==> config.mk <==
export PLATFORM = sky130hd
export DESIGN_NAME = tccs_queue
export DESIGN_NICKNAME = d
export VERILOG_FILES = /design/src/hdl/tccs_pkg.sv /design/src/hdl/tccs_queue.sv
export SDC_FILE = /design/constraint.sdc
export NUM_CORES = 1
export LEC_CHECK = 0
export BUFFER_PORTS_ARGS = -buffer_cell sky130_fd_sc_hd__buf_2
export CORE_MARGIN = 5
export CORE_UTILIZATION = 45
export DETAILED_ROUTE_END_ITERATION = 16
export PLACE_DENSITY = 0.72
export SYNTH_ARGS = -nofsm -noshare
export SYNTH_HDL_FRONTEND = slang
export SYNTH_SLANG_ARGS = --single-unit
==> constraint.sdc <==
create_clock -name clk -period 1.9 [get_ports clk]
set_clock_uncertainty 0.1 [all_clocks]
set_input_delay 0.38 -clock clk [delete_from_list [all_inputs] [get_ports clk]]
set_output_delay 0.38 -clock clk [all_outputs]
set_load 0.1 [all_outputs]
==> src/hdl/tccs_pkg.sv <==
// Shared types and constants for the text console engine.
`timescale 1ns / 1ps
package tccs_pkg;

	localparam int OP_W      = 2;
	localparam int CHAR_W    = 8;
	localparam int IDX_W     = 11;
	localparam int CELL_W    = 16;
	localparam int ROW_OUT_W = 5;
	localparam int COL_OUT_W = 7;
	localparam int COLOR_W   = 8;

	localparam logic [OP_W-1:0] OP_PUT   = 2'd0;
	localparam logic [OP_W-1:0] OP_CLEAR = 2'd1;
	localparam logic [OP_W-1:0] OP_READ  = 2'd2;

	localparam logic [CHAR_W-1:0]  NEWLINE_CODE = 8'd10;
	localparam logic [CHAR_W-1:0]  SPACE_CODE   = 8'd32;
	localparam logic [COLOR_W-1:0] COLOR_RESET  = 8'h07;
	localparam logic [CELL_W-1:0]  BLANK_CELL   = {COLOR_RESET, SPACE_CODE};

	typedef enum logic [2:0] {
		K_PUT,
		K_NEWLINE,
		K_CLEAR,
		K_READ,
		K_NOP
	} cmd_kind_t;

	typedef struct packed {
		cmd_kind_t         kind;
		logic [CHAR_W-1:0] char_code;
		logic [IDX_W-1:0]  cell_index;
		logic              index_ok;
	} cmd_t;

	typedef enum logic [2:0] {
		ST_INIT,
		ST_IDLE,
		ST_COPY,
		ST_FILL,
		ST_RESP
	} back_state_t;

endpackage

==> src/hdl/tccs_queue.sv <==
// Two-entry command queue between front end and back end.
`timescale 1ns / 1ps
module tccs_queue (
	input  logic           clk,
	input  logic           arst_n,
	input  logic           push,
	input  tccs_pkg::cmd_t push_cmd,
	output logic           full,
	output logic           not_empty,
	input  logic           pop,
	output tccs_pkg::cmd_t head
);
	import tccs_pkg::*;

	localparam int unsigned DEPTH = 2;
	localparam int unsigned PW    = $clog2(DEPTH);

	cmd_t          slot_q [DEPTH];
	logic [PW-1:0] wr_q;
	logic [PW-1:0] rd_q;
	logic [PW:0]   count_q;

	assign full      = (count_q == (PW+1)'(DEPTH));
	assign not_empty = (count_q != '0);
	assign head      = slot_q[rd_q];

	always_ff @(posedge clk) begin
		if (push) begin
			slot_q[wr_q] <= push_cmd;
		end
	end

	always_ff @(posedge clk or negedge arst_n) begin
		if (!arst_n) begin
			wr_q    <= '0;
			rd_q    <= '0;
			count_q <= '0;
		end else begin
			if (push) begin
				wr_q <= wr_q + 1'b1;
			end
			if (pop) begin
				rd_q <= rd_q + 1'b1;
			end
			case ({push, pop})
				2'b10:   count_q <= count_q + 1'b1;
				2'b01:   count_q <= count_q - 1'b1;
				default: count_q <= count_q;
			endcase
		end
	end

endmodule

Word level (Yosys, flattened, before mapping)
Memories as Yosys holds them, arrays and structs flattened. Index checks and enable logic that the tools add are counted. W data, S select, Z words.

Register bits after elaboration: 4. Memories kept: 1. Input port bits: 27. Memory bits (writable): 46. Output and inout port bits: 25. Word-level logic and storage cells: 16.

Add/sub/neg operators: 4. Reductions and logical operators: 2. Equality and inequality tests: 3. Multiplexer cells: 3.

Memories: slot_q (depth 2, width 23, read ports 1, clocked after Yosys merged registers in 0, wr ports 1, RTL line tccs_queue.sv:18) `cmd_t slot_q [DEPTH];`.

Operator list (number): $eq A2 B2 Y1 const B (2); $pmux W2 S2 (1); $reduce_bool A2 Y1 (2); $add A1 B1 Y1 const B (2); $add A2 B1 Y2 const B (1); $eq A2 B1 Y1 const B (1); $mux W1 (2); $sub A2 B1 Y2 const B (1).

Depth between registers and ports, before layout
Gate-level depths: netlist of run 1.

Depth in word-level cells: 2. Gate-level depth with buffers: 5. Gate-level depth less buffers: 5.

Worst setup path after synthesis of run 1
No wires, ideal clock.

Path kind: reg-to-output. Start point: register count_q[0]. End point: output full. Stages on the path, launching flop included: 2. Required time: 1.420 ns. Path buffers: 0. Data arrival time: 1.749 ns. Slack: -0.329 ns. Cells stage by stage: dfrtp_1 > nor2b_1.

Cells in the longest elaborated chain, start to end: 1.

Ends and longest elaborated chain: start: declaration (RTL line tccs_queue.sv:21) `logic [PW:0] count_q;`; start signal: assignment (RTL line tccs_queue.sv:46) `2'b10: count_q <= count_q + 1'b1;`; start signal: assignment (RTL line tccs_queue.sv:47) `2'b01: count_q <= count_q - 1'b1;`; start signal: assignment (RTL line tccs_queue.sv:48) `default: count_q <= count_q;`; $eq A2 B2 Y1 (RTL line tccs_queue.sv:23) `assign full = (count_q == (PW+1)'(DEPTH));`; end: declaration (RTL line tccs_queue.sv:8) `output logic full,`.

No other way between the ends.

==> flow_summary.ini, run 1 <==
[die]
rows = 24
fp.dieH_um = 75.8
die_area_mm2 = 0.00575
core_mm2 = 0.00426
die_w_um = 75.8
start_util_pct = 45.7
io_pins = 52

[worst_setup_path]
arrival_ns = 1.43
startpoint_type = register
max_stage_delay_ns = 0.47
cpLargestDelayFamily = flip-flops
end_kind = output pin
ff2ff_path_depth = 2
slowest_stage = dfrtp_2
crit_cells = 3
crit_fanout = 11
cpMostUsedCell = buf_12
cp.buffers_inverters = 2
crit_chain = buf_12 -> mux2_4 -> buf_12
path_class = register to output pin
worstPathRequired_ns = 1.42

[place]
port_buffers = 51
gp_congestion = 0.682
dp_hpwl_um = 2330
placed_cell_area_mm2 = 0.00263
dp.cells = 194

[cts]
numCtsBuffers = 5
clk_latency_ns = 0.28
htreeDepth = 2
post_cts_buffers = 0
clkTransAtPathRegs_ns = 0.09
clockBufferDepth = 2
clock_sinks = 50
root_buffer = clkbuf_8
cts_tree = yes

[route]
detail-route-antenna-nets = 0
drt-vias-per-instance = 4.69
route.detailed.drc = 0
wirelength_um = 3060
first_iter_violations = 31
vias = 956
wl_per_cell_um = 15.0
dr.pass1.iters = 3

[global_route]
grtUsageMet1_pct = 12.8
overflow = 0
antenna_found_initial = 0
grt_use_met3_pct = 5.01
grt_max_degree = 18
grt_pass1_wl_um = 4650
busiest_layer = met2
grt_pass1_vias = 1048
track_usage_pct = 11.3
grt_use_met2_pct = 19.0

[run]
cap_violations = 0

[timing]
finalCritPeriodShare_pct = 100
final_hold_viol_count = 0
clock.fmax_ghz = 0.524
rsz0062_at_grt = yes
setup_violations = 5
fin_setup_tns_ns = -0.0140
slew_violations = 0
fin_ws_ns = -0.00694
period_needed_ns = 1.91
worst_slew_pin_slew_ns = 0.490
whs_ns = 0.170
slew_headroom_pct = 67.5

[final_layout]
layout-drive-gt1-share_pct = 61.2
area_growth_pct = 42.7
layout_common_cells = edfxtp_1 (46), buf_2 (28), buf_12 (25)
final_common_cell = edfxtp_1
instances_no_fill = 204
fillers = 296
fin_nets = 179
finalInstanceArea_mm2 = 0.00278
diodes = 0

[hold_path]
holdCritPathClass = primary input to register
hold_path_depth = 1

[status]
status = finished, violations left
violations = setup timing

[yosys]
synth.top_cells.by_area = edfxtp_1 (71%), mux2_4 (15%), dfrtp_1 (5.1%)
yosys_warnings = 0
synth_area_mm2 = 0.00195
yosysUniqueCellTypes = 14
synth_nets = 116
yosys_register_bits = 50
syn_inst = 88
ys_seq_area_share_pct = 76.0
synth.avg_cell_area_um2 = 22.2
synth_top_area_share_pct = 70.9
synth_top_area_cell = edfxtp_1
-- worst reg2reg max path, stage by stage, from the launching register on --
cell and delay, ns:
dfrtp_1 0.42, nor2_2 0.14, buf_4 0.22
-- cell type report --
| class | instances | area (µm²) | area share [%] |
|---|---|---|---|
| clock buffers | 5 | 68.8 | 2.47 |
| inverters | 1 | 3.75 | 0.135 |
| repair buffers | 59 | 706 | 25.4 |
| well taps | 52 | 65.1 | 2.34 |
| clock inverters | 3 | 23.8 | 0.854 |
| multi-input cells | 34 | 433 | 15.6 |
| flip-flops and latches | 50 | 1480 | 53.3 |
-- metal layers --
layer,share of wire [%],vias up
met5,0,-
met4,0.52,0
met3,8.7,2
met2,54,35
met1,37,462
li1,-,457
-- cell families (layout without fill, tap and decap cells) --
kind of cell | count (synthesis) | in the layout | synth area share [%]
xor+xnor | 5 | 5 | 2.25
flops | 50 | 50 | 76.0
fa+ha+maj | 1 | 1 | 0.642
mux | 23 | 23 | 16.9
simple gates | 5 | 5 | 1.35
buf+inv | 4 | 68 | 2.82
-- registers in the layout (all words and copies together) (netlist names) --
name     cells
rd_q         1
slot_q      46
wr_q         1
count_q      2
-- per-stage QoR --
| step | util (%) | setup slack, ns |
|---|---|---|
| 2_1_floorplan | - | 0.196 |
| 3_3_place_gp | 61.6 | 0.286 |
| 3_5_place_dp | 61.6 | 0.284 |
| 4_1_cts | 64.1 | -0.0190 |
| 5_1_grt | 65.3 | -0.0605 |
| 6_report | 65.3 | -0.00694 |
-- synthesized netlist by cell type --
cell	number
buf_12	2
edfxtp_1	46
inv_1	1
mux2_2	4
nor2b_1	1
dfrtp_1	4
or2_2	1
mux2_4	19
buf_6	1
ha_1	1
xnor2_1	2
xor2_1	3
and2_1	1
nor2_1	2
-- path summary, 6_finish.rpt --
path,start,end,slack [ns]
max,rd_q,head[15],-0.007
min,push_cmd[3],slot_q[0][3],0.17
max reg2reg,wr_q,slot_q[0][17],0.72
min reg2reg,count_q[1],count_q[1],0.39
max in group asynchronous,arst_n,rd_q,1.24
min in group asynchronous,arst_n,rd_q,0.32
-- repair_timing --
item | CTS | global route
gates cloned | 0 | 1
endpoints found under the setup margin | 10 | 23
hold buffers | 1 | 0
hold endpoints to repair | 4 | 0
pin swaps | 0 | 0
gates resized for setup | 1 | 7
Power of run 1 is not shown: default switching activity piles up to over one toggle a cycle in this logic, so the estimate is an artifact.
==> run 2, diff against run 1 <==
--- a/config.mk
+++ b/config.mk
@@ -7,9 +7,9 @@
 export LEC_CHECK = 0
 export BUFFER_PORTS_ARGS = -buffer_cell sky130_fd_sc_hd__buf_2
 export CORE_MARGIN = 5
-export CORE_UTILIZATION = 45
+export CORE_UTILIZATION = 46
 export DETAILED_ROUTE_END_ITERATION = 16
-export PLACE_DENSITY = 0.72
+export PLACE_DENSITY = 0.73
 export SYNTH_ARGS = -nofsm -noshare
 export SYNTH_HDL_FRONTEND = slang
 export SYNTH_SLANG_ARGS = --single-unit
==> flow_summary.ini, run 2 (same netlist as run 1, synthesis figures left out) <==
[status]
status = finished, violations left
violations = setup timing

[timing]
finalCritPeriodShare_pct = 101
fin_ws_ns = -0.0164
setup_violations = 8
clock.fmax_ghz = 0.522
slew_headroom_pct = 67.8
worst_slew_pin_slew_ns = 0.487
slew_violations = 0
rsz0062_at_grt = yes
final_hold_viol_count = 0
period_needed_ns = 1.92

[cts]
root_buffer = clkbuf_8
cts_tree = yes
clkTransAtPathRegs_ns = 0.09
clock_sinks = 50
numCtsBuffers = 5
clockBufferDepth = 2
htreeDepth = 2
clk_latency_ns = 0.28

[final_layout]
finalInstanceArea_mm2 = 0.00277
regMostFlops = slot_q
fillers = 263
multi_input_area_um2 = 433
layout_common_cells = edfxtp_1 (46), buf_2 (28), buf_12 (24)
layout-drive-gt1-share_pct = 60.5
largest_reg_flops = 46
regArea_mm2 = 0.00148
area_growth_pct = 42.1
diodes = 0
final_common_cell = edfxtp_1
fin_nets = 179
largestRegisters = slot_q: 46 flops, count_q: 2 flops

[global_route]
antenna_found_initial = 0
track_usage_pct = 12.1
grt_max_degree = 17
overflow = 0
grt_pass1_vias = 1077
grt_pass1_wl_um = 4880

[route]
dr.pass1.iters = 3
vias = 980
detail-route-antenna-nets = 0
route.detailed.drc = 0
first_iter_violations = 25
drt-vias-per-instance = 4.85
wl_per_cell_um = 15.9
wirelength_um = 3200

[place]
port_buffers = 51
gp_congestion = 0.674
placed_cell_area_mm2 = 0.00262

[die]
die_w_um = 75.1
rows = 23
io_pins = 52
start_util_pct = 48.0
fp.dieH_um = 75.1
core_mm2 = 0.00406
die_area_mm2 = 0.00564

[run]
cap_violations = 0

[worst_setup_path]
worstPathRequired_ns = 1.42
arrival_ns = 1.44
crit_fanout = 8
end_kind = output pin
startpoint_type = register
path_class = register to output pin

[hold_path]
holdCritPathClass = primary input to register
==> run 2: metal layers <==
layer | vias up | routed length [µm] | GRT usage, %
li1 | 459 | - | -
met4 | 0 | 31 | 3.56
met3 | 4 | 250 | 3.74
met5 | - | 0 | 0
met2 | 38 | 1680 | 21.9
met1 | 479 | 1240 | 13.6
==> run 2: cell type report <==
type,count,area share (%)
tap,50,2.26
timing repair buffer,59,25.3
clock buffer,6,2.62
multi-input combinational,34,15.6
inverter,1,0.136
sequential,50,53.5
clock inverter,2,0.542
==> run 2: stage by stage <==
stage          TNS, ns  setup slack (ns)  hold WS, ns  std cells  util [%]
2_1_floorplan        0             0.196      -0.0156         88         -
3_3_place_gp         0             0.327       0.0897        192      64.7
3_5_place_dp         0             0.301       0.0999        192      64.7
4_1_cts         -0.618           -0.0326        0.165        202      68.3
5_1_grt          -1.00           -0.0600        0.157        202      68.3
6_report        -0.116           -0.0164        0.171        202      68.3
==> run 2: path summary, 6_finish.rpt <==
| check | startpoint | to | slack (ns) | cells after the start |
|---|---|---|---|---|
| max | rd_q | head[1] | -0.02 | 3 |
| min | push_cmd[10] | slot_q[0][10] | 0.17 | 1 |
| max reg2reg | wr_q | slot_q[0][20] | 0.68 | 2 |
| min reg2reg | count_q[1] | count_q[1] | 0.39 | 1 |
| max in group asynchronous | arst_n | rd_q | 1.24 | 2 |
| min in group asynchronous | arst_n | rd_q | 0.33 | 2 |
==> run 2: worst max-delay path: stages, from the launching register on <==
cell and delay [ns]:
dfrtp_2 0.47, clkbuf_16 0.19, mux2_4 0.31, buf_12 0.17
==> run 2: timing repair <==
action | CTS | global route
hold endpoints to repair | 4 | 0
setup buffers | 0 | 0
resized for setup | 8 | 1
endpoints found under the setup margin | 11 | 23
gates cloned | 1 | 0
hold buffers | 1 | 0
Power of run 2 is left out for the same reason.
==> run 3, diff against run 2 <==
--- a/config.mk
+++ b/config.mk
@@ -7,9 +7,9 @@
 export LEC_CHECK = 0
 export BUFFER_PORTS_ARGS = -buffer_cell sky130_fd_sc_hd__buf_2
 export CORE_MARGIN = 5
-export CORE_UTILIZATION = 46
+export CORE_UTILIZATION = 55
 export DETAILED_ROUTE_END_ITERATION = 16
-export PLACE_DENSITY = 0.73
+export PLACE_DENSITY = 0.82
 export SYNTH_ARGS = -nofsm -noshare
 export SYNTH_HDL_FRONTEND = slang
 export SYNTH_SLANG_ARGS = --single-unit
==> constraint.sdc (replaced) <==
create_clock -name clk -period 2.3 [get_ports clk]
set_clock_uncertainty 0.1 [all_clocks]
set_input_delay 0.46 -clock clk [delete_from_list [all_inputs] [get_ports clk]]
set_output_delay 0.46 -clock clk [all_outputs]
set_load 0.1 [all_outputs]
==> flow_summary.ini, run 3 (same netlist as run 1, synthesis figures left out) <==
[worst_setup_path]
crit_fanout = 10
max_stage_delay_ns = 0.47
r2r_setup_slack_ns = 0.85
cp.buffers_inverters = 2
crit_cells = 3
r2r-end = slot_q[1][5]
end_kind = output pin
arrival_ns = 1.60
r2r-start = wr_q
startpoint_type = register
ff2ff_path_depth = 2
path_class = register to output pin
critPathCapture = head[8]
slowest_stage = dfrtp_2
crit_start = rd_q
cpLargestDelayFamily = flip-flops
worstPathRequired_ns = 1.74
crit_chain = buf_4 -> mux2_4 -> buf_12

[final_layout]
final_common_cell = edfxtp_1
fin_nets = 177
fillers = 168
largestRegisters = slot_q: 46 flops, count_q: 2 flops
largest_reg_flops = 46
regMostFlops = slot_q
finalInstanceArea_mm2 = 0.00270
layout-drive-gt1-share_pct = 59.3
diodes = 0
layout_common_cells = edfxtp_1 (46), buf_2 (28), buf_12 (24)
area_growth_pct = 38.4

[route]
vias = 955
drt-vias-per-instance = 4.87
wl_per_cell_um = 16.8
route.detailed.drc = 0
dr.pass1.iters = 4
detail-route-antenna-nets = 0
first_iter_violations = 32
wirelength_um = 3290

[global_route]
grt_pass1_wl_um = 5490
grt_max_degree = 16
antenna_found_initial = 0
overflow = 0
grt_pass1_vias = 1104
track_usage_pct = 15.4

[place]
gp_congestion = 0.662
dp_hpwl_um = 2540
port_buffers = 51
placed_cell_area_mm2 = 0.00261

[cts]
htreeDepth = 2
clock_sinks = 50
clk_latency_ns = 0.35
cts_tree = yes
numCtsBuffers = 5
clkTransAtPathRegs_ns = 0.12
clockBufferDepth = 2
post_cts_buffers = 0
root_buffer = clkbuf_4

[timing]
period_needed_ns = 2.16
clock.fmax_ghz = 0.463
final_hold_viol_count = 0
rsz0062_at_grt = no
slew_violations = 0
fin_setup_tns_ns = 0
worst_slew_pin_slew_ns = 0.477
finalCritPeriodShare_pct = 93.8
setup_violations = 0
slew_headroom_pct = 68.2

[hold_path]
holdCritPathClass = primary input to register

[die]
fp.dieH_um = 69.5
io_pins = 52
core_mm2 = 0.00339
die_w_um = 69.5
die_area_mm2 = 0.00484
rows = 21
start_util_pct = 57.5

[run]
cap_violations = 0

[status]
status = finished clean
-- run 3: cell types whose count changed in the layout (fill, tap and decap cells not counted), sizes merged --
cell	previous run	this run
clkinvlp	2	0
bufinv	0	1
buf	57	56
-- run 3: how the worst min path moves through the flow --
stage / start / to / slack (ns) / cells past startpoint
after floorplan: arst_n / count_q[0] / 0.06 / 0
after global placement: arst_n / count_q[1] / 0.17 / 1
after detailed placement: arst_n / count_q[0] / 0.17 / 1
after CTS: push_cmd[3] / slot_q[1][3] / 0.16 / 1
after global routing: push_cmd[3] / slot_q[0][3] / 0.14 / 1
final: push_cmd[3] / slot_q[1][3] / 0.18 / 1
-- run 3: what timing repair did --
| action | CTS | global route |
|---|---|---|
| hold endpoints to repair | 4 | 0 |
| resized for setup | 0 | 1 |
| hold buffers | 1 | 0 |
| endpoints found under the setup margin | 0 | 18 |
-- run 3: final cells by class --
class                   instances  area, µm²  area share [%]
repair buffers                 57        661            24.5
clock inverters                 1       30.0            1.11
multi-input cells              34        418            15.5
flip-flops and latches         50       1480            55.0
inverters                       1       3.75           0.139
well taps                      46       57.6            2.13
clock buffers                   7       45.0            1.67
-- run 3: routing by layer --
metal	wire length (µm)	track usage [%]	vias up
met1	1250	16.5	456
met2	1740	26.7	37
li1	-	-	456
met4	40	7.16	0
met3	256	5.80	6
met5	0	0	-
-- run 3: stage by stage --
| stage | setup WS [ns] | util (%) | cells | hold slack [ns] |
|---|---|---|---|---|
| 5_1_grt | 0.0651 | 79.6 | 196 | 0.142 |
| 6_report | 0.142 | 79.6 | 196 | 0.182 |
| 3_5_place_dp | 0.438 | 77.0 | 187 | 0.170 |
| 2_1_floorplan | 0.308 | - | 88 | 0.0644 |
| 3_3_place_gp | 0.488 | 77.0 | 187 | 0.167 |
| 4_1_cts | 0.0191 | 79.5 | 196 | 0.157 |
Power of run 3 is left out for the same reason.
