### src/hdl/tccs_pkg.sv
// Shared types and constants for the text console engine.
`timescale 1ns / 1ps
package tccs_pkg;

	localparam int OP_W      = 2;
	localparam int CHAR_W    = 8;
	localparam int IDX_W     = 11;
	localparam int CELL_W    = 16;
	localparam int ROW_OUT_W = 5;
	localparam int COL_OUT_W = 7;
	localparam int COLOR_W   = 8;

	localparam logic [OP_W-1:0] OP_PUT   = 2'd0;
	localparam logic [OP_W-1:0] OP_CLEAR = 2'd1;
	localparam logic [OP_W-1:0] OP_READ  = 2'd2;

	localparam logic [CHAR_W-1:0]  NEWLINE_CODE = 8'd10;
	localparam logic [CHAR_W-1:0]  SPACE_CODE   = 8'd32;
	localparam logic [COLOR_W-1:0] COLOR_RESET  = 8'h07;
	localparam logic [CELL_W-1:0]  BLANK_CELL   = {COLOR_RESET, SPACE_CODE};

	typedef enum logic [2:0] {
		K_PUT,
		K_NEWLINE,
		K_CLEAR,
		K_READ,
		K_NOP
	} cmd_kind_t;

	typedef struct packed {
		cmd_kind_t         kind;
		logic [CHAR_W-1:0] char_code;
		logic [IDX_W-1:0]  cell_index;
		logic              index_ok;
	} cmd_t;

	typedef enum logic [2:0] {
		ST_INIT,
		ST_IDLE,
		ST_COPY,
		ST_FILL,
		ST_RESP
	} back_state_t;

endpackage

### src/hdl/tccs_if.sv
// Request and response channel interfaces.
`timescale 1ns / 1ps
interface tccs_req_if;
	import tccs_pkg::*;

	logic              valid;
	logic              ready;
	logic [OP_W-1:0]   operation;
	logic [CHAR_W-1:0] char_code;
	logic [IDX_W-1:0]  cell_index;

	modport source (output valid, operation, char_code, cell_index, input ready);
	modport sink (input valid, operation, char_code, cell_index, output ready);
endinterface


### src/hdl/tccs_front.sv
// Front end: accepts request items and classifies them into commands.
`timescale 1ns / 1ps
module tccs_front #(
	parameter int unsigned CELLS = 2000
) (
	input  logic          busy,
	tccs_req_if.sink      req,
	input  logic          q_full,
	output logic          q_push,
	output tccs_pkg::cmd_t q_cmd
);
	import tccs_pkg::*;

	always_comb begin
		q_cmd.char_code  = req.char_code;
		q_cmd.cell_index = req.cell_index;
		q_cmd.index_ok   = (32'(req.cell_index) < CELLS);
		unique case (req.operation)
			OP_PUT:   q_cmd.kind = (req.char_code == NEWLINE_CODE) ? K_NEWLINE : K_PUT;
			OP_CLEAR: q_cmd.kind = K_CLEAR;
			OP_READ:  q_cmd.kind = K_READ;
			default:  q_cmd.kind = K_NOP;
		endcase
	end

	assign req.ready = !q_full && !busy;
	assign q_push    = req.valid && req.ready;

endmodule

### src/flat_wrapper.sv
// flat-port wrapper written by rule: the top's interface ports become plain ports
module tccs_front_flat import tccs_pkg::*;
#(
	parameter int unsigned CELLS = 2000
)
  (busy, q_full, q_push, q_cmd, req_valid, req_operation, req_char_code, req_cell_index, req_ready);
  tccs_req_if req_i ();
  input  logic busy;
  input  logic q_full;
  output logic q_push;
  output tccs_pkg::cmd_t q_cmd;
  input wire logic [$bits(req_i.valid)-1:0] req_valid;
  input wire logic [$bits(req_i.operation)-1:0] req_operation;
  input wire logic [$bits(req_i.char_code)-1:0] req_char_code;
  input wire logic [$bits(req_i.cell_index)-1:0] req_cell_index;
  output wire logic [$bits(req_i.ready)-1:0] req_ready;
  assign req_i.valid = req_valid;
  assign req_i.operation = req_operation;
  assign req_i.char_code = req_char_code;
  assign req_i.cell_index = req_cell_index;
  assign req_ready = req_i.ready;
  tccs_front #(.CELLS(CELLS)) u_core (.busy(busy), .req(req_i), .q_full(q_full), .q_push(q_push), .q_cmd(q_cmd));
endmodule
### config.mk
export PLATFORM = sky130hd
export DESIGN_NAME = tccs_front_flat
export DESIGN_NICKNAME = d
export VERILOG_FILES = /design/src/hdl/tccs_pkg.sv /design/src/hdl/tccs_if.sv /design/src/hdl/tccs_front.sv /design/src/flat_wrapper.sv
export SDC_FILE = /design/constraint.sdc
export NUM_CORES = 1
export LEC_CHECK = 0
export BUFFER_PORTS_ARGS = -buffer_cell sky130_fd_sc_hd__buf_2
export CAP_MARGIN = 40
export CORE_AREA = 2 2 39 41
export DETAILED_ROUTE_END_ITERATION = 12
export DIE_AREA = 0 0 41 43
export GPL_TIMING_DRIVEN = 0
export MAX_ROUTING_LAYER = met4
export SYNTH_ARGS = -nofsm -noshare
export SYNTH_HDL_FRONTEND = slang
export SYNTH_SLANG_ARGS = --single-unit
### constraint.sdc
create_clock -name vclk -period 0.85
set_clock_uncertainty 0.15 [all_clocks]
set_input_delay 0.0425 -clock vclk [all_inputs]
set_output_delay 0.0425 -clock vclk [all_outputs]
set_load 0.03 [all_outputs]
Word level (Yosys, flattened, before mapping)

Index checks and enable logic that the tools add are counted.
W data, S select, Z words.

Bits in registers: 0
Word-level logic and storage cells: 11
Input bits: 24
Output and inout port bits: 25

Mux-type cells: 2
$lt $le $gt $ge: 1
Reductions and logical operators: 5
Equal/unequal tests: 3

Operators with widths:

| kind                   | count |
|---|---|
| $lt A11 B11 Y1 const B | 1 |
| $pmux W3 S3            | 1 |
| $eq A8 B4 Y1 const B   | 1 |
| $eq A2 B1 Y1 const B   | 1 |
| $eq A2 B2 Y1 const B   | 1 |
| $logic_and A1 B1 Y1    | 2 |
| $logic_not A1 Y1       | 2 |
| $logic_not A2 Y1       | 1 |
| $mux W1                | 1 |

Depth between registers and ports, before layout

Gate-level depths: netlist of the first run.

Depth after elaboration: 3
Mapped depth: 4
Depth with buffers taken out: 4

Worst setup path before layout of the first run

No wires, ideal clock.

Path type: input to output
Start: in busy
End: out q_push
Arrival time: 863 ps
Path buffers: 0
Required time: 657 ps
Cell stages on the path: 2
Path slack: -205 ps
Path through: nor2_1 > and2_1

Longest elaborated chain between the ends: 3

RTL lines:

| what                | RTL line           | text |
|---|---|---|
| from (decl)         | flat_wrapper.sv:8  | `input logic busy;` |
| $logic_not A1 Y1    | tccs_front.sv:26   | `assign req.ready = !q_full && !busy;` |
| $logic_and A1 B1 Y1 | tccs_front.sv:26   |  |
| $logic_and A1 B1 Y1 | tccs_front.sv:27   | `assign q_push = req.valid && req.ready;` |
| to (decl)           | flat_wrapper.sv:10 | `output logic q_push;` |

Every way passes these cells.

==> results of run 1 <==
## synthesized netlist by cell type (all sizes together)
cell type and instances:
o2111ai 1, a31o 1, inv 2, ha 2
and2 1, buf 19, nor2b 2, nor4b 2
nor2 1, and3 1
## how the worst max path moves through the flow
| stage | start | endpoint | slack [ns] | depth (start not counted) |
|---|---|---|---|---|
| final | req_operation[0] | q_cmd[20] | -0.13 | 6 |
| after CTS | req_operation[1] | q_cmd[20] | -0.15 | 6 |
| after global placement | req_operation[1] | q_cmd[20] | -0.23 | 6 |
| after floorplan | req_operation[0] | q_cmd[20] | 0.02 | 4 |
| after detailed placement | req_operation[1] | q_cmd[20] | -0.26 | 6 |
| after global routing | req_operation[0] | q_cmd[20] | -0.18 | 6 |
## layer usage
layer / wire length, um / GRT usage (%) / vias up
li1: - / - / 179
met1: 208 / 7.59 / 153
met2: 448 / 18.1 / 25
met3: 95 / 0 / 0
met4: 0 / 0 / 0
met5: 0 / - / -
## area by class of cell
cell class	instances	area, um2	share of cell area [%]
timing repair buffer	46	259	46.2
buffer	19	143	25.4
tap	16	20.0	3.57
inverter	2	12.5	2.23
multi-input combinational	11	126	22.5
## worst max-delay path: stages
cell and delay [ns]:
sky130_fd_sc_hd__buf_8 0.10, sky130_fd_sc_hd__inv_4 0.05, sky130_fd_sc_hd__ha_4 0.12, sky130_fd_sc_hd__nor4b_4 0.17, sky130_fd_sc_hd__a31o_2 0.19, sky130_fd_sc_hd__buf_6 0.12
## kinds of logic after synthesis
group	synth area share, %
adders and majority gates	9.95
and+or+nand+nor	23.4
buffers and inverters	59.7
AOI/OAI and AO/OA	6.97
## timing repair
item | in CTS | in global routing
setup endpoints to repair | 2 | 1
pin swaps | 2 | 2
gates resized for setup | 12 | 2
buffers inserted | 1 | 0
## cells in the final DEF (no fill, tap or decap)
master,count
sky130_fd_sc_hd__buf_8,2
sky130_fd_sc_hd__and3_1,1
sky130_fd_sc_hd__a31o_2,1
sky130_fd_sc_hd__buf_6,1
sky130_fd_sc_hd__inv_4,2
sky130_fd_sc_hd__nor2b_1,2
sky130_fd_sc_hd__ha_1,1
sky130_fd_sc_hd__and2_2,1
sky130_fd_sc_hd__buf_4,20
sky130_fd_sc_hd__nor4b_4,1
sky130_fd_sc_hd__o2111ai_1,1
sky130_fd_sc_hd__nor4b_2,1
sky130_fd_sc_hd__nor2_2,1
sky130_fd_sc_hd__buf_2,42
sky130_fd_sc_hd__ha_4,1
## metrics by stage
| step | hold slack (ns) | cell area (um2) | TNS [ns] |
|---|---|---|---|
| 2_1_floorplan | -0.00355 | 255 | 0 |
| 3_3_place_gp | 0.186 | 500 | -0.226 |
| 3_5_place_dp | 0.186 | 500 | -0.280 |
| 4_1_cts | 0.185 | 554 | -0.149 |
| 5_1_grt | 0.191 | 561 | -0.177 |
| 6_report | 0.184 | 561 | -0.133 |
## power by group
| group | switching (mW) | total, mW | internal (mW) |
|---|---|---|---|
| sequential | 0 | 0 | 0 |
| clock | 0 | 0 | 0 |
| combinational | 0.200 | 0.363 | 0.163 |
| total | 0.200 | 0.363 | 0.163 |
==> reports/qor.json, run 1 <==
{
  "sta": {
    "fin_crit_sh_pct": 116,
    "maxSlewHeadroom_pct": 85.4,
    "timing_max_transition_violations_final": 0,
    "grt_setup_unrepaired": "yes",
    "period_minus_slack_ns": 0.983,
    "final_hold_viol_count": 0,
    "finalSetupViolCount": 1,
    "worst_slew_pin_slew_ns": 0.219,
    "worst_slack_ns": -0.133,
    "achievable_clock_frequency_mhz": 1020
  },
  "job": {
    "cap_violations": 0
  },
  "cells_and_area": {
    "seq_area_um2": 0,
    "filler_cell_count": 155,
    "utilization_pct": 40.5,
    "area_growth_syn_to_layout_pct": 123,
    "post_route_cells_drive_above_1_share_pct": 93.6,
    "num_antenna_cells": 0,
    "clockBufferCount": 0,
    "n_sequential_cell": 0,
    "nets": 106,
    "final_cell_count_no_fill": 94
  },
  "worst_setup_path": {
    "crit_arrival_ns": 0.79,
    "timing_worst_setup_path_type": "primary input to output pin",
    "worstPathMaxFanout": 3,
    "end_kind": "output pin",
    "crit_path_start_kind": "primary input",
    "cp.required_ns": 0.66
  },
  "route": {
    "drc": 0,
    "wl_per_cell_um": 8.00,
    "detail_route.vias_per_cell": 3.80,
    "detailedRoute.firstIterationViolations": 0,
    "firstDrtPassIters": 1,
    "ant_nets": 0,
    "postRouteWirelength_um": 752,
    "num_vias": 357
  },
  "hold_path": {
    "min_delay_worst_endpoint": "q_cmd[1]",
    "holdCritStartpoint": "req_cell_index[0]",
    "hold_path_depth": 2,
    "min_path_type": "primary input to output pin"
  },
  "global_routing": {
    "first_pass_grt_wire_length_um": 1070,
    "first_global_vias": 302,
    "globalRouteTotalUtil_pct": 8.39,
    "grt_antenna_before_repair": 0,
    "grt_remaining_overflow": 0,
    "maximum_number_of_pins_on_one_net_before_global_route_repair": 4
  },
  "power": {
    "p_leak_nw": 0.335,
    "post_route_total_power_uw": 363,
    "power_density_nw_per_um2": 648,
    "vdd_ir_drop_max_mv": 0.233
  },
  "logic_synthesis": {
    "synthesis.nets": 58,
    "synth-seq-area-share_pct": 0,
    "synth_top_area_cell": "sky130_fd_sc_hd__buf_4",
    "ys_types": 10,
    "avgSynthCellArea_um2": 7.86,
    "mappedNetlistArea_um2": 251,
    "synth-warning-count": 0,
    "count_of_mapped_cells_out_of_synthesis": 32,
    "synthDominantCellAreaShare_pct": 56.7,
    "netlist_top_cells_area": "sky130_fd_sc_hd__buf_4 (57%), sky130_fd_sc_hd__nor4b_2 (12%), sky130_fd_sc_hd__ha_1 (10%)"
  },
  "placed_design": {
    "dp_hpwl_um": 679,
    "gp_congestion": 0.618,
    "place.detailed.instances": 93,
    "port_buffers": 45,
    "minimum_setup_slack_after_placement_ns": -0.261
  },
  "status": {
    "outcome": "finished, violations left",
    "violations": "setup timing"
  },
  "die": {
    "fp.dieH_um": 43,
    "design.portCount": 49,
    "die-width_um": 41,
    "initial_utilization_pct": 18.2,
    "die_area_um2": 1760,
    "design.core.area_um2": 1380,
    "total_number_of_placement_rows": 14
  },
  "clock_network": {
    "hold_buf_count_cts": 0
  }
}
Power figures use the tool's default switching activity.
==> inputs of run 2 (changes only) <==
--- a/config.mk
+++ b/config.mk
@@ -7,9 +7,9 @@
 export LEC_CHECK = 0
 export BUFFER_PORTS_ARGS = -buffer_cell sky130_fd_sc_hd__buf_2
 export CAP_MARGIN = 40
-export CORE_AREA = 2 2 39 41
+export CORE_AREA = 3 3 40 42
 export DETAILED_ROUTE_END_ITERATION = 12
-export DIE_AREA = 0 0 41 43
+export DIE_AREA = 0 0 43 45
 export GPL_TIMING_DRIVEN = 0
 export MAX_ROUTING_LAYER = met4
 export SYNTH_ARGS = -nofsm -noshare
==> reports/qor.json, run 2 (synthesized netlist as in run 1, its figures left out) <==
{
  "status": {
    "outcome": {"value": "finished, violations left", "change": "unchanged"},
    "violations": {"value": "setup timing", "change": "unchanged"}
  },
  "sta": {
    "fin_crit_sh": {"value": 116, "unit": "%", "change": "about the same"},
    "achievable_clock_frequency": {"value": 1010, "unit": "MHz", "change": "was 1020 MHz"},
    "fin_tns_setup": {"value": -0.135, "unit": "ns", "change": "was -0.133 ns"},
    "period_minus_slack": {"value": 0.985, "unit": "ns", "change": "was 0.983 ns"},
    "worst_slack": {"value": -0.135, "unit": "ns", "change": "was -0.133 ns"},
    "worst_slack_on_hold_paths": {"value": 0.186, "unit": "ns", "change": "was 0.184 ns"},
    "timing_max_transition_violations_final": {"value": 0, "change": "unchanged"},
    "worst_slew_pin_slew": {"value": 0.183, "unit": "ns", "change": "was 0.219 ns"},
    "grt_setup_unrepaired": {"value": "yes", "change": "unchanged"},
    "finalSetupViolCount": {"value": 1, "change": "unchanged"},
    "maxSlewHeadroom": {"value": 87.7, "unit": "%", "change": "was 85.4%"},
    "final_hold_viol_count": {"value": 0, "change": "unchanged"}
  },
  "power": {
    "power.switching": {"value": 207, "unit": "uW", "change": "was 200 uW"},
    "power_density": {"value": 642, "unit": "nW/um2", "change": "was 648 nW/um2"},
    "seqPwrFrac": {"value": 0, "unit": "%", "change": "about the same"},
    "internal_power": {"value": 173, "unit": "uW", "change": "was 163 uW"},
    "power_frac_comb": {"value": 100.0, "unit": "%", "change": "about the same"},
    "vdd_ir_drop_max": {"value": 0.247, "unit": "mV", "change": "was 0.233 mV"},
    "p_leak": {"value": 0.352, "unit": "nW", "change": "was 0.335 nW"},
    "fraction_of_power_spent_switching_nets": {"value": 54.5, "unit": "%", "change": "was 55.1%"},
    "pwr-share-clk": {"value": 0, "unit": "%", "change": "about the same"}
  },
  "global_routing": {
    "grt_util_met2": {"value": 14.7, "unit": "%", "change": "was 18.1%"},
    "grt_antenna_before_repair": {"value": 0, "change": "unchanged"},
    "grt-busiest-layer": {"value": "met2", "change": "unchanged"},
    "first_pass_grt_wire_length": {"value": 1240, "unit": "um", "change": "was 1070 um"},
    "globalRouteTotalUtil": {"value": 7.86, "unit": "%", "change": "was 8.39%"},
    "gr-usage-met3": {"value": 0.797, "unit": "%", "change": "was 0%"},
    "grt_remaining_overflow": {"value": 0, "change": "unchanged"},
    "maximum_number_of_pins_on_one_net_before_global_route_repair": {"value": 4, "change": "unchanged"},
    "grt.met1_usage": {"value": 9.76, "unit": "%", "change": "was 7.59%"},
    "first_global_vias": {"value": 342, "change": "was 302"}
  },
  "worst_setup_path": {
    "end_kind": {"value": "output pin", "change": "unchanged"},
    "cp.required": {"value": 0.66, "unit": "ns", "change": "about the same"},
    "critPathTopFamily": {"value": "buffers and inverters", "change": "unchanged"},
    "timing_worst_setup_path_type": {"value": "primary input to output pin", "change": "unchanged"},
    "critPathSlowestCell": {"value": "sky130_fd_sc_hd__a31o_2", "change": "unchanged"},
    "cp_cell_sequence": {"value": "buf_8, inv_4, ha_4, nor4b_4, a31o_2, buf_6", "change": "unchanged"},
    "crit_arrival": {"value": 0.79, "unit": "ns", "change": "about the same"},
    "crit_path_max_incr_delay": {"value": 0.19, "unit": "ns", "change": "about the same"},
    "worstPathBufferInverterCount": {"value": 3, "change": "unchanged"},
    "worstPathMaxFanout": {"value": 2, "change": "was 3"},
    "crit_path_start_kind": {"value": "primary input", "change": "unchanged"}
  },
  "cells_and_area": {
    "n_sequential_cell": {"value": 0, "change": "unchanged"},
    "finalInstanceArea": {"value": 592, "unit": "um2", "change": "was 561 um2"},
    "nets": {"value": 108, "change": "was 106"},
    "filler_cell_count": {"value": 134, "change": "was 155"},
    "mostFrequentLayoutCell": {"value": "sky130_fd_sc_hd__buf_2", "change": "unchanged"},
    "clockBufferCount": {"value": 0, "change": "unchanged"},
    "area_growth_syn_to_layout": {"value": 135, "unit": "%", "change": "was 123%"},
    "seq_area": {"value": 0, "unit": "um2", "change": "unchanged"},
    "utilization": {"value": 46.1, "unit": "%", "change": "was 40.5%"},
    "most-common-layout-cells": {"value": "sky130_fd_sc_hd__buf_2 (41), sky130_fd_sc_hd__buf_4 (23)", "change": "was sky130_fd_sc_hd__buf_2 (42), sky130_fd_sc_hd__buf_4 (20), sky130_fd_sc_hd__inv_4 (2), sky130_fd_sc_hd__nor2b_1 (2), sky130_fd_sc_hd__buf_8 (2)"},
    "num_antenna_cells": {"value": 0, "change": "unchanged"},
    "post_route_cells_drive_above_1_share": {"value": 95.0, "unit": "%", "change": "was 93.6%"},
    "final_cell_count_no_fill": {"value": 95, "change": "was 94"}
  },
  "job": {
    "cap_violations": {"value": 0, "change": "unchanged"}
  },
  "route": {
    "firstDrtPassIters": {"value": 4, "change": "was 1"},
    "drc": {"value": 0, "change": "unchanged"},
    "wl_per_cell": {"value": 8.73, "unit": "um", "change": "was 8.00 um"},
    "detail_route.vias_per_cell": {"value": 3.89, "change": "was 3.80"},
    "postRouteWirelength": {"value": 829, "unit": "um", "change": "was 752 um"},
    "ant_nets": {"value": 0, "change": "unchanged"},
    "detailedRoute.firstIterationViolations": {"value": 1, "change": "was 0"},
    "num_vias": {"value": 370, "change": "was 357"}
  },
  "hold_path": {
    "min_delay_worst_endpoint": {"value": "q_cmd[1]", "change": "unchanged"},
    "holdCritStartpoint": {"value": "req_cell_index[0]", "change": "unchanged"},
    "min_path_type": {"value": "primary input to output pin", "change": "unchanged"},
    "hold_path_depth": {"value": 2, "change": "unchanged"}
  },
  "placed_design": {
    "gp_congestion": {"value": 0.647, "change": "was 0.618"},
    "port_buffers": {"value": 45, "change": "unchanged"},
    "dp_area": {"value": 499, "unit": "um2", "change": "was 500 um2"},
    "dp_hpwl": {"value": 703, "unit": "um", "change": "was 679 um"},
    "place.detailed.instances": {"value": 92, "change": "was 93"}
  },
  "clock_network": {
    "hold_buf_count_cts": {"value": 0, "change": "unchanged"}
  },
  "die": {
    "die_area": {"value": 1940, "unit": "um2", "change": "was 1760 um2"},
    "initial_utilization": {"value": 19.6, "unit": "%", "change": "was 18.2%"},
    "total_number_of_placement_rows": {"value": 13, "change": "was 14"},
    "die-width": {"value": 43, "unit": "um", "change": "was 41 um"},
    "fp.dieH": {"value": 45, "unit": "um", "change": "was 43 um"},
    "design.core.area": {"value": 1280, "unit": "um2", "change": "was 1380 um2"},
    "design.portCount": {"value": 49, "change": "unchanged"}
  }
}
## run 2: cell types whose count changed in the layout (fill, tap and decap cells not counted)
cell / delta
sky130_fd_sc_hd__o2111ai_1: -1
sky130_fd_sc_hd__o2111ai_2: +1
sky130_fd_sc_hd__buf_2: -1
sky130_fd_sc_hd__nor4b_2: -1
sky130_fd_sc_hd__buf_4: +3
sky130_fd_sc_hd__nor4b_4: +1
## run 2: cell type report
type	instances	area [um2]	share of cell area (%)
buffer	19	143	24.1
inverter	2	12.5	2.11
multi-input combinational	11	141	23.9
tap	15	18.8	3.17
timing repair buffer	48	277	46.7
## run 2: power groups by stage
stage	registers (mW)	clock network, mW	logic, mW
after CTS	0	0	0.360
after global routing	0	0	0.403
after floorplan	0	0	0.224
after detailed placement	0	0	0.334
after global placement	0	0	0.333
final	0	0	0.380
## run 2: repair_timing
item | 4_1_cts | 5_1_grt
setup buffers | 2 | 1
gates resized for setup | 10 | 8
setup endpoints to repair | 2 | 2
pin swaps | 2 | 2
## run 2: metrics by stage
stage	power [mW]	setup slack (ns)
5_1_grt	0.403	-0.197
3_3_place_gp	0.333	-0.272
3_5_place_dp	0.334	-0.254
6_report	0.380	-0.135
4_1_cts	0.360	-0.176
2_1_floorplan	0.224	0.0176
## run 2: routing by layer
metal,share of wire (%),up-vias,routed length [um]
li1,-,184,-
met1,33,152,272
met2,52,34,435
met3,15,0,121
met4,0,0,0
met5,0,-,0
## run 2: worst max-delay path by stage
stage                     start   endpoint  slack, ns  depth (start not counted)
6_report       req_operation[0]  q_cmd[20]      -0.14                          6
3_5_place_dp   req_operation[1]  q_cmd[20]      -0.25                          6
4_1_cts        req_operation[1]  q_cmd[20]      -0.18                          6
5_1_grt        req_operation[1]  q_cmd[20]      -0.20                          6
3_3_place_gp   req_operation[1]  q_cmd[20]      -0.27                          6
2_1_floorplan  req_operation[0]  q_cmd[20]       0.02                          4
==> inputs of run 3 (changes only) <==
--- a/config.mk
+++ b/config.mk
@@ -5,7 +5,7 @@
 export SDC_FILE = /design/constraint.sdc
 export NUM_CORES = 1
 export LEC_CHECK = 0
-export BUFFER_PORTS_ARGS = -buffer_cell sky130_fd_sc_hd__buf_2
+export BUFFER_PORTS_ARGS = -buffer_cell sky130_fd_sc_hd__buf_4
 export CAP_MARGIN = 40
 export CORE_AREA = 3 3 40 42
 export DETAILED_ROUTE_END_ITERATION = 12
==> reports/qor.json, run 3 (synthesized netlist as in run 1, its figures left out) <==
{
  "cells_and_area": {
    "area_growth_syn_to_layout": {"value": 161, "unit": "%", "change": "was 135%"},
    "post_route_cells_drive_above_1_share": {"value": 93.5, "unit": "%", "change": "was 95.0%"},
    "n_sequential_cell": {"value": 0, "change": "unchanged"},
    "utilization": {"value": 51.1, "unit": "%", "change": "was 46.1%"},
    "finalInstanceArea": {"value": 657, "unit": "um2", "change": "was 592 um2"},
    "most-common-layout-cells": {"value": "sky130_fd_sc_hd__buf_4 (61), sky130_fd_sc_hd__inv_4 (2), sky130_fd_sc_hd__nor2b_1 (2), sky130_fd_sc_hd__buf_8 (2)", "change": "was sky130_fd_sc_hd__buf_2 (41), sky130_fd_sc_hd__buf_4 (23)"},
    "nets": {"value": 105, "change": "was 108"},
    "seq_area": {"value": 0, "unit": "um2", "change": "unchanged"},
    "final_cell_count_no_fill": {"value": 92, "change": "was 95"},
    "clockBufferCount": {"value": 0, "change": "unchanged"},
    "mostFrequentLayoutCell": {"value": "sky130_fd_sc_hd__buf_4", "change": "was sky130_fd_sc_hd__buf_2"},
    "num_antenna_cells": {"value": 0, "change": "unchanged"}
  },
  "clock_network": {
    "cts_setup_buffers": {"value": 0, "change": "was 2"},
    "hold_buf_count_cts": {"value": 0, "change": "unchanged"}
  },
  "global_routing": {
    "first_global_vias": {"value": 352, "change": "was 342"},
    "grt_remaining_overflow": {"value": 0, "change": "unchanged"},
    "first_pass_grt_wire_length": {"value": 1210, "unit": "um", "change": "was 1240 um"},
    "globalRouteTotalUtil": {"value": 7.69, "unit": "%", "change": "was 7.86%"},
    "grt_antenna_before_repair": {"value": 0, "change": "unchanged"},
    "maximum_number_of_pins_on_one_net_before_global_route_repair": {"value": 5, "change": "was 4"}
  },
  "worst_setup_path": {
    "cp.required": {"value": 0.66, "unit": "ns", "change": "about the same"},
    "crit_arrival": {"value": 0.79, "unit": "ns", "change": "about the same"},
    "end_kind": {"value": "output pin", "change": "unchanged"},
    "worstPathMaxFanout": {"value": 3, "change": "was 2"},
    "critPathSlowestCell": {"value": "sky130_fd_sc_hd__a31o_2", "change": "unchanged"},
    "cp_cell_sequence": {"value": "buf_8, inv_4, ha_4, nor4b_4, a31o_2, buf_6", "change": "unchanged"},
    "crit_path_start_kind": {"value": "primary input", "change": "unchanged"},
    "cp-endpoint": {"value": "q_cmd[20]", "change": "unchanged"},
    "crit_path_max_incr_delay": {"value": 0.18, "unit": "ns", "change": "was 0.19 ns"},
    "timing_worst_setup_path_type": {"value": "primary input to output pin", "change": "unchanged"},
    "setup.worst_path.start": {"value": "req_operation[0]", "change": "unchanged"}
  },
  "power": {
    "power_density": {"value": 637, "unit": "nW/um2", "change": "was 642 nW/um2"},
    "power.switching": {"value": 203, "unit": "uW", "change": "was 207 uW"},
    "p_leak": {"value": 0.366, "unit": "nW", "change": "was 0.352 nW"},
    "seqPwrFrac": {"value": 0, "unit": "%", "change": "about the same"},
    "fraction_of_power_spent_switching_nets": {"value": 48.4, "unit": "%", "change": "was 54.5%"},
    "internal_power": {"value": 216, "unit": "uW", "change": "was 173 uW"},
    "power_frac_comb": {"value": 100.0, "unit": "%", "change": "about the same"},
    "pwr-share-clk": {"value": 0, "unit": "%", "change": "about the same"},
    "post_route_total_power": {"value": 419, "unit": "uW", "change": "was 380 uW"},
    "vdd_ir_drop_max": {"value": 0.286, "unit": "mV", "change": "was 0.247 mV"}
  },
  "sta": {
    "timing_max_transition_violations_final": {"value": 0, "change": "unchanged"},
    "grt_setup_unrepaired": {"value": "yes", "change": "unchanged"},
    "maxSlewHeadroom": {"value": 86.2, "unit": "%", "change": "was 87.7%"},
    "finalSetupViolCount": {"value": 1, "change": "unchanged"},
    "fin_tns_setup": {"value": -0.129, "unit": "ns", "change": "was -0.135 ns"},
    "worst_slew_pin_slew": {"value": 0.207, "unit": "ns", "change": "was 0.183 ns"},
    "achievable_clock_frequency": {"value": 1020, "unit": "MHz", "change": "was 1010 MHz"},
    "period_minus_slack": {"value": 0.979, "unit": "ns", "change": "was 0.985 ns"},
    "worst_slack_on_hold_paths": {"value": 0.152, "unit": "ns", "change": "was 0.186 ns"},
    "final_hold_viol_count": {"value": 0, "change": "unchanged"},
    "fin_crit_sh": {"value": 115, "unit": "%", "change": "was 116%"},
    "worst_slack": {"value": -0.129, "unit": "ns", "change": "was -0.135 ns"}
  },
  "route": {
    "drc": {"value": 0, "change": "unchanged"},
    "firstDrtPassIters": {"value": 1, "change": "was 4"},
    "ant_nets": {"value": 0, "change": "unchanged"},
    "wl_per_cell": {"value": 8.54, "unit": "um", "change": "was 8.73 um"},
    "detailedRoute.firstIterationViolations": {"value": 0, "change": "was 1"},
    "num_vias": {"value": 353, "change": "was 370"},
    "postRouteWirelength": {"value": 786, "unit": "um", "change": "was 829 um"},
    "highest_layer": {"value": "met3", "change": "unchanged"},
    "dr_wl_met2": {"value": 362, "unit": "um", "change": "was 435 um"},
    "wl_met1": {"value": 269, "unit": "um", "change": "was 272 um"},
    "wl_met3": {"value": 154, "unit": "um", "change": "was 121 um"},
    "detail_route.vias_per_cell": {"value": 3.84, "change": "was 3.89"}
  },
  "placed_design": {
    "dp_area": {"value": 612, "unit": "um2", "change": "was 499 um2"},
    "port_buffers": {"value": 45, "change": "unchanged"},
    "gp_congestion": {"value": 0.611, "change": "was 0.647"},
    "place.detailed.instances": {"value": 92, "change": "unchanged"},
    "minimum_setup_slack_after_placement": {"value": -0.196, "unit": "ns", "change": "was -0.254 ns"}
  },
  "status": {
    "violations": {"value": "setup timing", "change": "unchanged"},
    "outcome": {"value": "finished, violations left", "change": "unchanged"}
  },
  "die": {
    "total_number_of_placement_rows": {"value": 13, "change": "unchanged"},
    "design.portCount": {"value": 49, "change": "unchanged"},
    "design.core.area": {"value": 1280, "unit": "um2", "change": "unchanged"},
    "die-width": {"value": 43, "unit": "um", "change": "unchanged"},
    "fp.dieH": {"value": 45, "unit": "um", "change": "unchanged"},
    "die_area": {"value": 1940, "unit": "um2", "change": "unchanged"},
    "initial_utilization": {"value": 19.6, "unit": "%", "change": "unchanged"}
  },
  "hold_path": {
    "min_path_type": {"value": "primary input to output pin", "change": "unchanged"}
  },
  "job": {
    "cap_violations": {"value": 0, "change": "unchanged"}
  }
}
[run 3: changes by cell type in the layout (fill, tap and decap cells not counted), sizes merged]
cell,previous run,this run
buf,67,64
[run 3: worst max-delay path: cells and delay by family]
family | cells | cell delay, ns
buf+inv | 3 | 0.27
compound gates | 1 | 0.18
simple gates | 1 | 0.17
fa+ha+maj | 1 | 0.11
[run 3: timing repair]
action,in CTS,in global routing
gates resized for setup,10,2
pin swaps,2,2
endpoints found under the setup margin,1,1
[run 3: worst min path at each step]
stage                                 start   endpoint  slack [ns]  cells after the start
after CTS                 req_cell_index[3]   q_cmd[4]        0.15                      2
final                     req_cell_index[2]   q_cmd[3]        0.15                      2
after floorplan                      q_full  req_ready      -0.004                      1
after global placement    req_cell_index[2]   q_cmd[3]        0.15                      2
after detailed placement  req_cell_index[3]   q_cmd[4]        0.15                      2
after global routing      req_cell_index[3]   q_cmd[4]        0.16                      2
[run 3: power groups by stage]
stage | Sequential [mW] | Clock (mW) | Combinational [mW]
floorplan | 0 | 0 | 0.224
global route | 0 | 0 | 0.443
finish | 0 | 0 | 0.419
CTS | 0 | 0 | 0.420
detailed placement | 0 | 0 | 0.399
global placement | 0 | 0 | 0.398
[run 3: area by class of cell]
| cell class | instances | area [um2] |
|---|---|---|
| Buffer | 19 | 143 |
| Fill cell | 128 | 628 |
| Multi-Input combinational cell | 11 | 126 |
| Timing Repair Buffer | 45 | 357 |
| Tap cell | 15 | 18.8 |
| Inverter | 2 | 12.5 |
[run 3: layer usage]
layer / GRT usage (%) / vias up
li1: - / 177
met1: 8.57 / 142
met2: 14.7 / 34
met3: 1.99 / 0
met4: 0 / 0
met5: - / -
